**src/rtl/core/bgtm_pkg.sv**
```systemverilog
// Shared types, widths and constants of the battery gauge trimmed-mean block.
// Used by every module in rtl/core; depends on nothing else.
package bgtm_pkg;

  // Field widths.
  localparam int SAMPLE_W  = 16;
  localparam int USED_W    = 12;
  localparam int SUM_W     = 16;
  localparam int MV_W      = 16;
  localparam int LEVEL_W   = 8;
  localparam int REFMV_W   = 12;
  localparam int WARM_W    = 5;

  // Divider operand widths: the largest dividend is 2 * ref_mv * avg_batt.
  localparam int DIVIDEND_W = 2 * USED_W + 1;
  localparam int DIVISOR_W  = 16;

  // Defaults for the top-level parameters.
  localparam int DEF_BURST_LEN     = 10;
  localparam int DEF_WARMUP_BURSTS = 16;

  // Configuration port.
  localparam int PADDR_W   = 3;
  localparam int PDATA_W   = 32;
  localparam int REG_IDX_W = 1;
  localparam logic [REG_IDX_W-1:0] REG_REF_MV = 1'b0;
  localparam logic [REFMV_W-1:0]   REFMV_RESET = 12'd1224;

  // Arithmetic constants.
  localparam logic [SAMPLE_W-1:0]  FOLD_LIMIT   = 16'd4096;
  localparam logic [MV_W-1:0]      MV_MAX       = 16'hFFFF;
  localparam logic [LEVEL_W-1:0]   LEVEL_MAX    = 8'hFF;

  // Reciprocal multiplication for the divisions by constants. Each reciprocal is
  // rounded up, and the shift is large enough that the quotient is exact over the
  // whole numerator range (trimmed sums below 2^16, other numerators below 2^20).
  localparam int RECIP_W      = 21;
  localparam int AVG_SHIFT    = 20;
  localparam int SNUM_W       = 20;
  localparam int SMOOTH_SHIFT = 24;
  localparam logic [RECIP_W-1:0] SMOOTH_RECIP = 21'd1677722;
  // Level reciprocal already carries the factor 15, so one product gives 15*sv/1000.
  localparam int LVL_RECIP_W  = 24;
  localparam int LEVEL_SHIFT  = 30;
  localparam logic [LVL_RECIP_W-1:0] LEVEL_RECIP = 24'd16106130;

  // One finished burst as it goes to the output register.
  typedef struct packed {
    logic [LEVEL_W-1:0] level;
    logic [MV_W-1:0]    mv;
    logic               err;
  } result_t;

  // Large raw samples are folded down by four bits.
  function automatic logic [USED_W-1:0] fold_sample(input logic [SAMPLE_W-1:0] raw);
    logic [SAMPLE_W-1:0] v;
    v = (raw >= FOLD_LIMIT) ? (raw >> 4) : raw;
    return v[USED_W-1:0];
  endfunction

endpackage

```
**src/rtl/core/bgtm_lane.sv**
```systemverilog
// One channel lane: folds samples and keeps the burst sum, maximum and minimum.
// Depends on bgtm_pkg.
module bgtm_lane
  import bgtm_pkg::*;
(
  input  logic                clk_i,
  input  logic                rst_ni,
  input  logic                accept_i,
  input  logic                first_i,
  input  logic [SAMPLE_W-1:0] sample_i,
  output logic [SUM_W-1:0]    trim_o
);

  logic [USED_W-1:0] s;
  logic [SUM_W-1:0]  sum_q, sum_d;
  logic [USED_W-1:0] max_q, max_d;
  logic [USED_W-1:0] min_q, min_d;

  assign s = fold_sample(sample_i);

  // The first scan of a burst restarts the sum and loads both extremes.
  always_comb begin
    sum_d = sum_q;
    max_d = max_q;
    min_d = min_q;
    if (accept_i) begin
      if (first_i) begin
        sum_d = SUM_W'(s);
        max_d = s;
        min_d = s;
      end else begin
        sum_d = sum_q + SUM_W'(s);
        if (s > max_q) max_d = s;
        if (s < min_q) min_d = s;
      end
    end
  end

  always_ff @(posedge clk_i or negedge rst_ni) begin
    if (!rst_ni) begin
      sum_q <= '0;
      max_q <= '0;
      min_q <= '0;
    end else begin
      sum_q <= sum_d;
      max_q <= max_d;
      min_q <= min_d;
    end
  end

  // The extremes are part of the sum, so this never goes below zero.
  assign trim_o = sum_q - SUM_W'(max_q) - SUM_W'(min_q);

endmodule

```
**src/rtl/core/bgtm_divider.sv**
```systemverilog
// Restoring radix-2 divider, one quotient bit per cycle.
// Depends on bgtm_pkg for default widths.
module bgtm_divider
  import bgtm_pkg::*;
#(
  parameter int DividendW = DIVIDEND_W,
  parameter int DivisorW  = DIVISOR_W
) (
  input  logic                 clk_i,
  input  logic                 rst_ni,
  input  logic                 start_i,
  input  logic [DividendW-1:0] dividend_i,
  input  logic [DivisorW-1:0]  divisor_i,
  output logic                 done_o,
  output logic [DividendW-1:0] quotient_o
);

  localparam int CntW = $clog2(DividendW + 1);

  logic [DividendW-1:0] quo_q;
  logic [DivisorW-1:0]  rem_q;
  logic [DivisorW-1:0]  dsr_q;
  logic [CntW-1:0]      cnt_q;
  logic                 run_q;
  logic                 done_q;

  logic [DivisorW:0]    shifted;
  logic [DivisorW+1:0]  diff;
  logic                 borrow;

  // Trial subtraction of the divisor from the shifted partial remainder.
  assign shifted = {rem_q, quo_q[DividendW-1]};
  assign diff    = {1'b0, shifted} - {2'b00, dsr_q};
  assign borrow  = diff[DivisorW+1];

  always_ff @(posedge clk_i or negedge rst_ni) begin
    if (!rst_ni) begin
      run_q  <= 1'b0;
      done_q <= 1'b0;
      cnt_q  <= '0;
    end else if (start_i) begin
      run_q  <= 1'b1;
      done_q <= 1'b0;
      cnt_q  <= CntW'(DividendW);
    end else if (run_q) begin
      cnt_q <= cnt_q - 1'b1;
      if (cnt_q == CntW'(1)) begin
        run_q  <= 1'b0;
        done_q <= 1'b1;
      end
    end else begin
      done_q <= 1'b0;
    end
  end

  // Datapath registers need no reset.
  always_ff @(posedge clk_i) begin
    if (start_i) begin
      quo_q <= dividend_i;
      rem_q <= '0;
      dsr_q <= divisor_i;
    end else if (run_q) begin
      if (borrow) begin
        rem_q <= shifted[DivisorW-1:0];
        quo_q <= {quo_q[DividendW-2:0], 1'b0};
      end else begin
        rem_q <= diff[DivisorW-1:0];
        quo_q <= {quo_q[DividendW-2:0], 1'b1};
      end
    end
  end

  assign done_o     = done_q;
  assign quotient_o = quo_q;

endmodule

```
**src/rtl/core/bgtm_merge.sv**
```systemverilog
// End-of-burst merge: averages, millivolt ratio, smoothing and level.
// Depends on bgtm_pkg and on bgtm_divider, which computes the millivolt ratio.
module bgtm_merge
  import bgtm_pkg::*;
#(
  parameter int BURST_LEN     = DEF_BURST_LEN,
  parameter int WARMUP_BURSTS = DEF_WARMUP_BURSTS
) (
  input  logic               clk_i,
  input  logic               rst_ni,
  input  logic               start_i,
  input  logic [SUM_W-1:0]   ref_trim_i,
  input  logic [SUM_W-1:0]   batt_trim_i,
  input  logic [REFMV_W-1:0] ref_mv_i,
  input  logic               out_free_i,
  output logic               busy_o,
  output logic               load_o,
  output result_t            result_o
);

  typedef enum logic [7:0] {
    ST_IDLE   = 8'b0000_0001,
    ST_AVG    = 8'b0000_0010,
    ST_CHECK  = 8'b0000_0100,
    ST_MV_GO  = 8'b0000_1000,
    ST_MV     = 8'b0001_0000,
    ST_SMOOTH = 8'b0010_0000,
    ST_LEVEL  = 8'b0100_0000,
    ST_OUT    = 8'b1000_0000
  } merge_state_e;

  localparam int AMUL_W     = SUM_W + RECIP_W;
  localparam int SMUL_W     = SNUM_W + RECIP_W;
  localparam int LMUL_W     = MV_W + LVL_RECIP_W;
  localparam int LVL_RAW_W  = LMUL_W - LEVEL_SHIFT;

  // Rounded-up reciprocal of the number of kept scans.
  localparam logic [RECIP_W-1:0] AVG_RECIP =
    RECIP_W'(((1 << AVG_SHIFT) + BURST_LEN - 3) / (BURST_LEN - 2));

  merge_state_e state_q, state_d;
  logic [USED_W-1:0]     avg_ref_q, avg_ref_d;
  logic [USED_W-1:0]     avg_batt_q, avg_batt_d;
  logic [DIVIDEND_W-1:0] prod_q, prod_d;
  logic [SNUM_W-1:0]     num_q, num_d;
  logic [MV_W-1:0]       sv_q, sv_d;
  logic [WARM_W-1:0]     warm_q, warm_d;
  logic                  err_q, err_d;
  logic [LEVEL_W-1:0]    level_q, level_d;

  logic                  div_start;
  logic [DIVIDEND_W-1:0] div_dividend;
  logic [DIVISOR_W-1:0]  div_divisor;
  logic                  div_done;
  logic [DIVIDEND_W-1:0] div_quo;

  logic [AMUL_W-1:0]     ref_avg_full;
  logic [AMUL_W-1:0]     batt_avg_full;
  logic [2*USED_W-1:0]   mul_full;
  logic [MV_W-1:0]       mv_sat;
  logic [SNUM_W-1:0]     smooth_num;
  logic [SMUL_W-1:0]     smooth_full;
  logic [LMUL_W-1:0]     level_full;
  logic [LVL_RAW_W-1:0]  level_raw;

  // Trimmed averages by reciprocal multiplication.
  assign ref_avg_full  = AMUL_W'(ref_trim_i) * AMUL_W'(AVG_RECIP);
  assign batt_avg_full = AMUL_W'(batt_trim_i) * AMUL_W'(AVG_RECIP);

  // The only product of two variables: reference voltage times battery average.
  assign mul_full = {{USED_W{1'b0}}, ref_mv_i} * {{USED_W{1'b0}}, avg_batt_q};

  // Saturated millivolt quotient.
  assign mv_sat = (div_quo > DIVIDEND_W'(MV_MAX)) ? MV_MAX : div_quo[MV_W-1:0];

  // Smoothing numerator 9*sv + mv, then the division by ten.
  assign smooth_num  = (SNUM_W'(sv_q) << 3) + SNUM_W'(sv_q) + SNUM_W'(mv_sat);
  assign smooth_full = SMUL_W'(num_q) * SMUL_W'(SMOOTH_RECIP);

  // Level 15*sv/1000 in one product.
  assign level_full = LMUL_W'(sv_q) * LMUL_W'(LEVEL_RECIP);
  assign level_raw  = level_full[LMUL_W-1:LEVEL_SHIFT];

  // The divider only ever sees the millivolt ratio.
  assign div_dividend = prod_q;
  assign div_divisor  = DIVISOR_W'(avg_ref_q);

  // Sequencer for one finished burst.
  always_comb begin
    state_d    = state_q;
    avg_ref_d  = avg_ref_q;
    avg_batt_d = avg_batt_q;
    prod_d     = prod_q;
    num_d      = num_q;
    sv_d       = sv_q;
    warm_d     = warm_q;
    err_d      = err_q;
    level_d    = level_q;
    div_start  = 1'b0;
    load_o     = 1'b0;
    unique case (state_q)
      ST_IDLE: begin
        if (start_i) state_d = ST_AVG;
      end
      ST_AVG: begin
        avg_ref_d  = ref_avg_full[AVG_SHIFT +: USED_W];
        avg_batt_d = batt_avg_full[AVG_SHIFT +: USED_W];
        state_d    = ST_CHECK;
      end
      ST_CHECK: begin
        err_d  = (avg_ref_q == '0);
        prod_d = {mul_full, 1'b0};
        // A zero reference average leaves the smoothed value alone.
        state_d = (avg_ref_q == '0) ? ST_LEVEL : ST_MV_GO;
      end
      ST_MV_GO: begin
        div_start = 1'b1;
        state_d   = ST_MV;
      end
      ST_MV: begin
        if (div_done) begin
          if (warm_q != '0) begin
            warm_d  = warm_q - 1'b1;
            sv_d    = mv_sat;
            state_d = ST_LEVEL;
          end else begin
            num_d   = smooth_num;
            state_d = ST_SMOOTH;
          end
        end
      end
      ST_SMOOTH: begin
        sv_d    = smooth_full[SMOOTH_SHIFT +: MV_W];
        state_d = ST_LEVEL;
      end
      ST_LEVEL: begin
        level_d = (level_raw > LVL_RAW_W'(LEVEL_MAX)) ? LEVEL_MAX : level_raw[LEVEL_W-1:0];
        state_d = ST_OUT;
      end
      ST_OUT: begin
        if (out_free_i) begin
          load_o  = 1'b1;
          state_d = ST_IDLE;
        end
      end
      default: state_d = ST_IDLE;
    endcase
  end

  always_ff @(posedge clk_i or negedge rst_ni) begin
    if (!rst_ni) begin
      state_q <= ST_IDLE;
      sv_q    <= '0;
      warm_q  <= WARM_W'(WARMUP_BURSTS);
      err_q   <= 1'b0;
    end else begin
      state_q <= state_d;
      sv_q    <= sv_d;
      warm_q  <= warm_d;
      err_q   <= err_d;
    end
  end

  always_ff @(posedge clk_i) begin
    avg_ref_q  <= avg_ref_d;
    avg_batt_q <= avg_batt_d;
    prod_q     <= prod_d;
    num_q      <= num_d;
    level_q    <= level_d;
  end

  bgtm_divider #(
    .DividendW (DIVIDEND_W),
    .DivisorW  (DIVISOR_W)
  ) u_divider (
    .clk_i      (clk_i),
    .rst_ni     (rst_ni),
    .start_i    (div_start),
    .dividend_i (div_dividend),
    .divisor_i  (div_divisor),
    .done_o     (div_done),
    .quotient_o (div_quo)
  );

  assign busy_o         = (state_q != ST_IDLE);
  assign result_o.level = level_q;
  assign result_o.mv    = sv_q;
  assign result_o.err   = err_q;

endmodule

```
**src/rtl/core/battery_gauge_trimmed_mean.sv**
```systemverilog
// Battery gauge: two sample lanes, a merge stage and an output register.
// Scans are taken one per cycle within a burst; after the last scan of a burst the input
// stalls while the merge runs: averages, ratio divider, smoothing and level; warm-up skips
// smoothing, and a zero reference skips the divider and smoothing. A still-full output
// register delays the result, and the input stays stalled until the result is loaded.
// Asynchronous active-low reset clears the control state, reloads the warm-up count and restores the register.
module battery_gauge_trimmed_mean
  import bgtm_pkg::*;
#(
  parameter int BURST_LEN     = DEF_BURST_LEN,
  parameter int WARMUP_BURSTS = DEF_WARMUP_BURSTS
) (
  input  logic                clk_i,
  input  logic                rst_ni,
  // Scan requests.
  input  logic                in_valid_i,
  output logic                in_ready_o,
  input  logic [SAMPLE_W-1:0] vref_sample_i,
  input  logic [SAMPLE_W-1:0] batt_sample_i,
  // Result requests.
  output logic                out_valid_o,
  input  logic                out_ready_i,
  output logic [LEVEL_W-1:0]  battery_level_o,
  output logic [MV_W-1:0]     smoothed_millivolts_o,
  output logic                ref_error_o,
  // Configuration port.
  input  logic                psel,
  input  logic                penable,
  input  logic                pwrite,
  input  logic [PADDR_W-1:0]  paddr,
  input  logic [PDATA_W-1:0]  pwdata,
  output logic [PDATA_W-1:0]  prdata,
  output logic                pready
);

  localparam int CntW = $clog2(BURST_LEN);

  logic [CntW-1:0]    scan_cnt_q;
  logic               scan_acc;
  logic               scan_first;
  logic               scan_last;
  logic [REFMV_W-1:0] ref_mv_q;
  logic [SUM_W-1:0]   ref_trim;
  logic [SUM_W-1:0]   batt_trim;
  logic               merge_busy;
  logic               merge_load;
  logic               out_free;
  result_t            merge_res;
  logic               out_valid_q;
  result_t            out_q;
  logic [REG_IDX_W-1:0] reg_idx;

  assign in_ready_o = !merge_busy;
  assign scan_acc   = in_valid_i && in_ready_o;
  assign scan_first = (scan_cnt_q == '0);
  assign scan_last  = (scan_cnt_q == CntW'(BURST_LEN - 1));

  // Scan counter within a burst.
  always_ff @(posedge clk_i or negedge rst_ni) begin
    if (!rst_ni) begin
      scan_cnt_q <= '0;
    end else if (scan_acc) begin
      scan_cnt_q <= scan_last ? '0 : scan_cnt_q + 1'b1;
    end
  end

  // Configuration register, written on the access phase of a write.
  assign reg_idx = paddr[PADDR_W-1 -: REG_IDX_W];
  assign pready  = 1'b1;
  assign prdata  = (reg_idx == REG_REF_MV) ? PDATA_W'(ref_mv_q) : '0;

  always_ff @(posedge clk_i or negedge rst_ni) begin
    if (!rst_ni) begin
      ref_mv_q <= REFMV_RESET;
    end else if (psel && penable && pwrite && pready && (reg_idx == REG_REF_MV)) begin
      ref_mv_q <= pwdata[REFMV_W-1:0];
    end
  end

  bgtm_lane u_lane_ref (
    .clk_i    (clk_i),
    .rst_ni   (rst_ni),
    .accept_i (scan_acc),
    .first_i  (scan_first),
    .sample_i (vref_sample_i),
    .trim_o   (ref_trim)
  );

  bgtm_lane u_lane_batt (
    .clk_i    (clk_i),
    .rst_ni   (rst_ni),
    .accept_i (scan_acc),
    .first_i  (scan_first),
    .sample_i (batt_sample_i),
    .trim_o   (batt_trim)
  );

  bgtm_merge #(
    .BURST_LEN     (BURST_LEN),
    .WARMUP_BURSTS (WARMUP_BURSTS)
  ) u_merge (
    .clk_i       (clk_i),
    .rst_ni      (rst_ni),
    .start_i     (scan_acc && scan_last),
    .ref_trim_i  (ref_trim),
    .batt_trim_i (batt_trim),
    .ref_mv_i    (ref_mv_q),
    .out_free_i  (out_free),
    .busy_o      (merge_busy),
    .load_o      (merge_load),
    .result_o    (merge_res)
  );

  // Output register decouples the merge stage from the consumer.
  assign out_free = !out_valid_q || out_ready_i;

  always_ff @(posedge clk_i or negedge rst_ni) begin
    if (!rst_ni) begin
      out_valid_q <= 1'b0;
    end else if (merge_load) begin
      out_valid_q <= 1'b1;
    end else if (out_ready_i) begin
      out_valid_q <= 1'b0;
    end
  end

  always_ff @(posedge clk_i) begin
    if (merge_load) out_q <= merge_res;
  end

  assign out_valid_o           = out_valid_q;
  assign battery_level_o       = out_q.level;
  assign smoothed_millivolts_o = out_q.mv;
  assign ref_error_o           = out_q.err;

  // The last scan of a burst stalls the input while the merge runs.
  assert property (@(posedge clk_i) disable iff (!rst_ni)
    (scan_acc && scan_last) |=> !in_ready_o)
    else $error("input not stalled after the last scan of a burst");

  // A pending result is never overwritten before it is taken.
  assert property (@(posedge clk_i) disable iff (!rst_ni)
    (merge_load && out_valid_q) |-> out_ready_i)
    else $error("result register overwritten while still pending");

  // The scan counter stays inside the burst.
  assert property (@(posedge clk_i) disable iff (!rst_ni)
    scan_cnt_q <= CntW'(BURST_LEN - 1))
    else $error("scan counter ran past the burst length");

endmodule

```
**config.mk**
```make
export PLATFORM = sky130hd
export DESIGN_NAME = battery_gauge_trimmed_mean
export DESIGN_NICKNAME = d
export VERILOG_FILES = /design/src/rtl/core/bgtm_pkg.sv /design/src/rtl/core/bgtm_lane.sv /design/src/rtl/core/bgtm_divider.sv /design/src/rtl/core/bgtm_merge.sv /design/src/rtl/core/battery_gauge_trimmed_mean.sv
export SDC_FILE = /design/constraint.sdc
export NUM_CORES = 2
export LEC_CHECK = 0
export BUFFER_PORTS_ARGS = -buffer_cell sky130_fd_sc_hd__clkbuf_2
export CORE_ASPECT_RATIO = 2
export CORE_MARGIN = 1.5
export CORE_UTILIZATION = 40
export DETAILED_ROUTE_END_ITERATION = 8
export MAX_ROUTING_LAYER = met4
export PLACE_DENSITY = 0.57
export SYNTH_ARGS = -nofsm -noshare
export SYNTH_HDL_FRONTEND = slang
export SYNTH_SLANG_ARGS = --single-unit
export TNS_END_PERCENT = 1
```
**constraint.sdc**
```tcl
create_clock -name clk_i -period 6.3 [get_ports clk_i]
set_input_delay 0.315 -clock clk_i [delete_from_list [all_inputs] [get_ports clk_i]]
set_output_delay 0.315 -clock clk_i [all_outputs]
set_load 0.05 [all_outputs]
```
==> impl_metrics.tcl <==
set metrics [dict create \
    p_int_uw 7511 \
    cap_violations 0 \
    synth_top_family_by_area "adder cells" \
    dr_total_vias 23360 \
    post-route-cell-area_mm2 0.03758 \
    clockPowerShare_pct 14.6 \
    postRouteAntennaNets 0 \
    finalSetupTns_ps 0 \
    core_region_area_mm2 0.08259 \
    critical_path_class "flip-flop to flip-flop" \
    rsz0062_at_grt "yes" \
    ys.flop_type "edfxtp_1" \
    violations "DRC" \
    finalHoldViolCount 0 \
    irDropWorstVdd_v 0.0005304 \
    syn_area_per_cell_um2 10.13 \
    clkTransAtPathRegs_ps 70 \
    hold_class "primary input to flip-flop" \
    antenna_found_initial 0 \
    clock_skew_ps 21.37 \
    placed_area_mm2 0.03586 \
    finalSetupViolCount 0 \
    yosysWarnings 0 \
    grt_pass1_vias 25070 \
    maxSlewHeadroom_pct 27.80 \
    timing.final.ws_setup_ps 140.7 \
    drc 5 \
    crit_required_ps 6820 \
    switching_share_pct 43.13 \
    pwr-share-seq_pct 23.3 \
    fmax_ghz 0.1624 \
    worst_pin_slew_ps 1069 \
    power_frac_comb_pct 62.1 \
    critPathMaxFanout 4 \
    hpwlAfterDp_mm 72.53 \
    clkLatencyLatePin_ps 620 \
    cp_data_arrival_time_ps 6680 \
    min_period_ps 6159 \
    mostFrequentLayoutCells "inv_1 (679), ha_1 (515), fa_1 (383)" \
    synth-compound-area-share_pct 8.371 \
    row_count 149 \
    synth_area_mm2 0.03341 \
    power_density_mw_per_mm2 351.5 \
    cts_made_buffers 30 \
    grt_pass1_wl_mm 133.9 \
    dr.pass1.iters 7 \
    die-area_mm2 0.08537 \
    place_ws_ps -126.0 \
    antenna_cells 0 \
    yosysSeqAreaShare_pct 23.27 \
    cts_max_path_buffers 3 \
    port_buffers 90 \
    min_period_over_period_pct 97.77 \
    syn2layout_area_growth_pct 12.49 \
    power.switching_uw 5697 \
    cts-root-buf "clkbuf_16" \
    htree_levels 1 \
    routed_wl_mm 85.51 \
    endpoint_kind "flip-flop" \
    wl_per_cell_um 18.56 \
    start_util_pct 40.45 \
    die_w_um 207.4 \
    cp-start-kind "flip-flop" \
    gp_congestion 0.9535 \
    layout_commonest_cell "inv_1" \
    synth-edff-count 138 \
    async_reset_ff_share_pct 46.15 \
    p_leak_uw 0.01946 \
    synth_adder_area_share_pct 43.48 \
    drive_gt1_share_pct 12.25 \
    report.final.slew_viol_count 0 \
    synth_seq_cells 286 \
    first_iter_violations 633 \
    overflow 0 \
    grt_max_degree 51 \
    synthDistinctLibCells 96 \
    ios 134 \
    finalHoldWorstSlack_ps 86.72 \
    status "complete, but fails checks" \
    viasPerCell 5.070 \
    grtUsageTotal_pct 21.02 \
    syn_inst 3298 \
    synth.area.mux_share_pct 3.131 \
    synthSimpleGateAreaFrac_pct 9.824 \
    fp.dieH_um 411.7 \
    yosys.area_share.xor_xnor_pct 2.831 \
    final_nets 4527 \
    numClockSinks 286 \
    cts_tree "done" \
]
-- routing by layer --
metal	wire, um	track usage [%]
met1	26760	18.18
met2	51030	43.16
met3	1865	1.456
met4	5860	12.56
met5	0	-
-- power by group through the flow --
stage          clock network [uW]  registers (uW)  logic (uW)
6_report                     1930            3070        8200
5_1_grt                      2060            3120        9360
4_1_cts                      2010            3070        8360
3_5_place_dp                    0            3110        8290
3_3_place_gp                    0            3110        8170
2_1_floorplan                   0            2940        6460
-- layout make-up --
type                       instances  area, um^2
clock buffer                      42       887.1
clock inverter                    14       165.2
fill                            7980       45010
inverter                         688        2587
multi-input combinational       2258       23050
sequential                       286        7776
tap                             1057        1323
timing repair buffer             262        1790
-- timing repair --
item / 4_1_cts / 5_1_grt
hold buffers: 14 / 0
buffers inserted: 2 / 17
resized for setup: 8 / 49
endpoints found under the hold margin: 58 / 0
endpoints found under the setup margin: 9 / 23
pin swaps: 1 / 60
-- path summary, 6_finish.rpt --
check | to | startpoint | slack [ps] | cells past startpoint
min | u_lane_ref.min_q[0] | vref_sample_i[0] | 90 | 3
min reg2reg | battery_level_o[3] | u_merge.level_q[3] | 420 | 0
max | u_merge.sv_q[10] | u_merge.num_q[11] | 140 | 20
max reg2reg | u_merge.sv_q[10] | u_merge.num_q[11] | 140 | 20
max in group asynchronous | u_merge.sv_q[5] | rst_ni | 4900 | 3
min in group asynchronous | ref_mv_q[0] | rst_ni | 220 | 2
-- stage by stage --
step                      power [uW]  util (%)  instances
after floorplan                 9398         -       3317
after global placement         11280     43.42       4518
after detailed placement       11400     43.42       4518
after CTS                      13440     44.94       4590
after global routing           14540     45.50       4607
final                          13210     45.50       4607
-- critical path, cell delays in order (launching register included) --
cell and delay (ps):
edfxtp_1 510, ha_4 320, inv_1 60, fa_1 570
inv_1 50, ha_1 310, fa_1 550, fa_1 440
fa_1 420, fa_1 570, ha_4 220, a21o_1 190
a21o_1 180, a211o_1 310, o211ai_1 280, and3b_2 280
buf_4 120, nor2_1 50, o21ai_0 170, nand3b_1 180
a31oi_1 280
-- flip-flops by register name (all words and copies together), names as in the netlist, 15 cells and up --
signal,cells
u_lane_ref.sum_q,15
u_merge.div_dividend,24
u_lane_batt.sum_q,15
u_merge.u_divider.rem_q,16
u_merge.num_q,20
u_merge.sv_q,16
smoothed_millivolts_o,16
u_merge.u_divider.quotient_o,25
-- cells by family (layout without fill, tap and decap cells) --
logic type / after synthesis / count (layout)
AND/OR/NAND/NOR: 680 / 680
buffers and inverters: 773 / 1006
XOR/XNOR: 108 / 108
flip-flops: 286 / 286
multiplexers: 89 / 89
AO/OA/AOI/OAI: 433 / 433
other: 2 / 21
adder cells (fa/ha/maj): 927 / 927
-- cell usage after synthesis (24+ instances only) --
| cell | number | share of area [%] |
|---|---|---|
| a21o_1 | 60 | 1.3 |
| a21oi_1 | 127 | 1.9 |
| and2_1 | 69 | 1.3 |
| clkbuf_1 | 49 | 0.55 |
| dfrtp_1 | 126 | 9.4 |
| edfxtp_1 | 138 | 12 |
| fa_1 | 390 | 23 |
| ha_1 | 537 | 20 |
| inv_1 | 684 | 7.7 |
| mux2_1 | 24 | 0.81 |
| mux2_2 | 27 | 0.91 |
| nand2_1 | 260 | 2.9 |
| nor2_1 | 138 | 1.6 |
| nor2b_1 | 32 | 0.60 |
| nor3_1 | 42 | 0.63 |
| o21a_1 | 27 | 0.61 |
| o21ai_0 | 33 | 0.49 |
| o21ai_1 | 66 | 0.99 |
| xnor2_1 | 82 | 2.1 |
| xor2_1 | 26 | 0.68 |
Note: power is estimated with default switching activity, not from simulation.
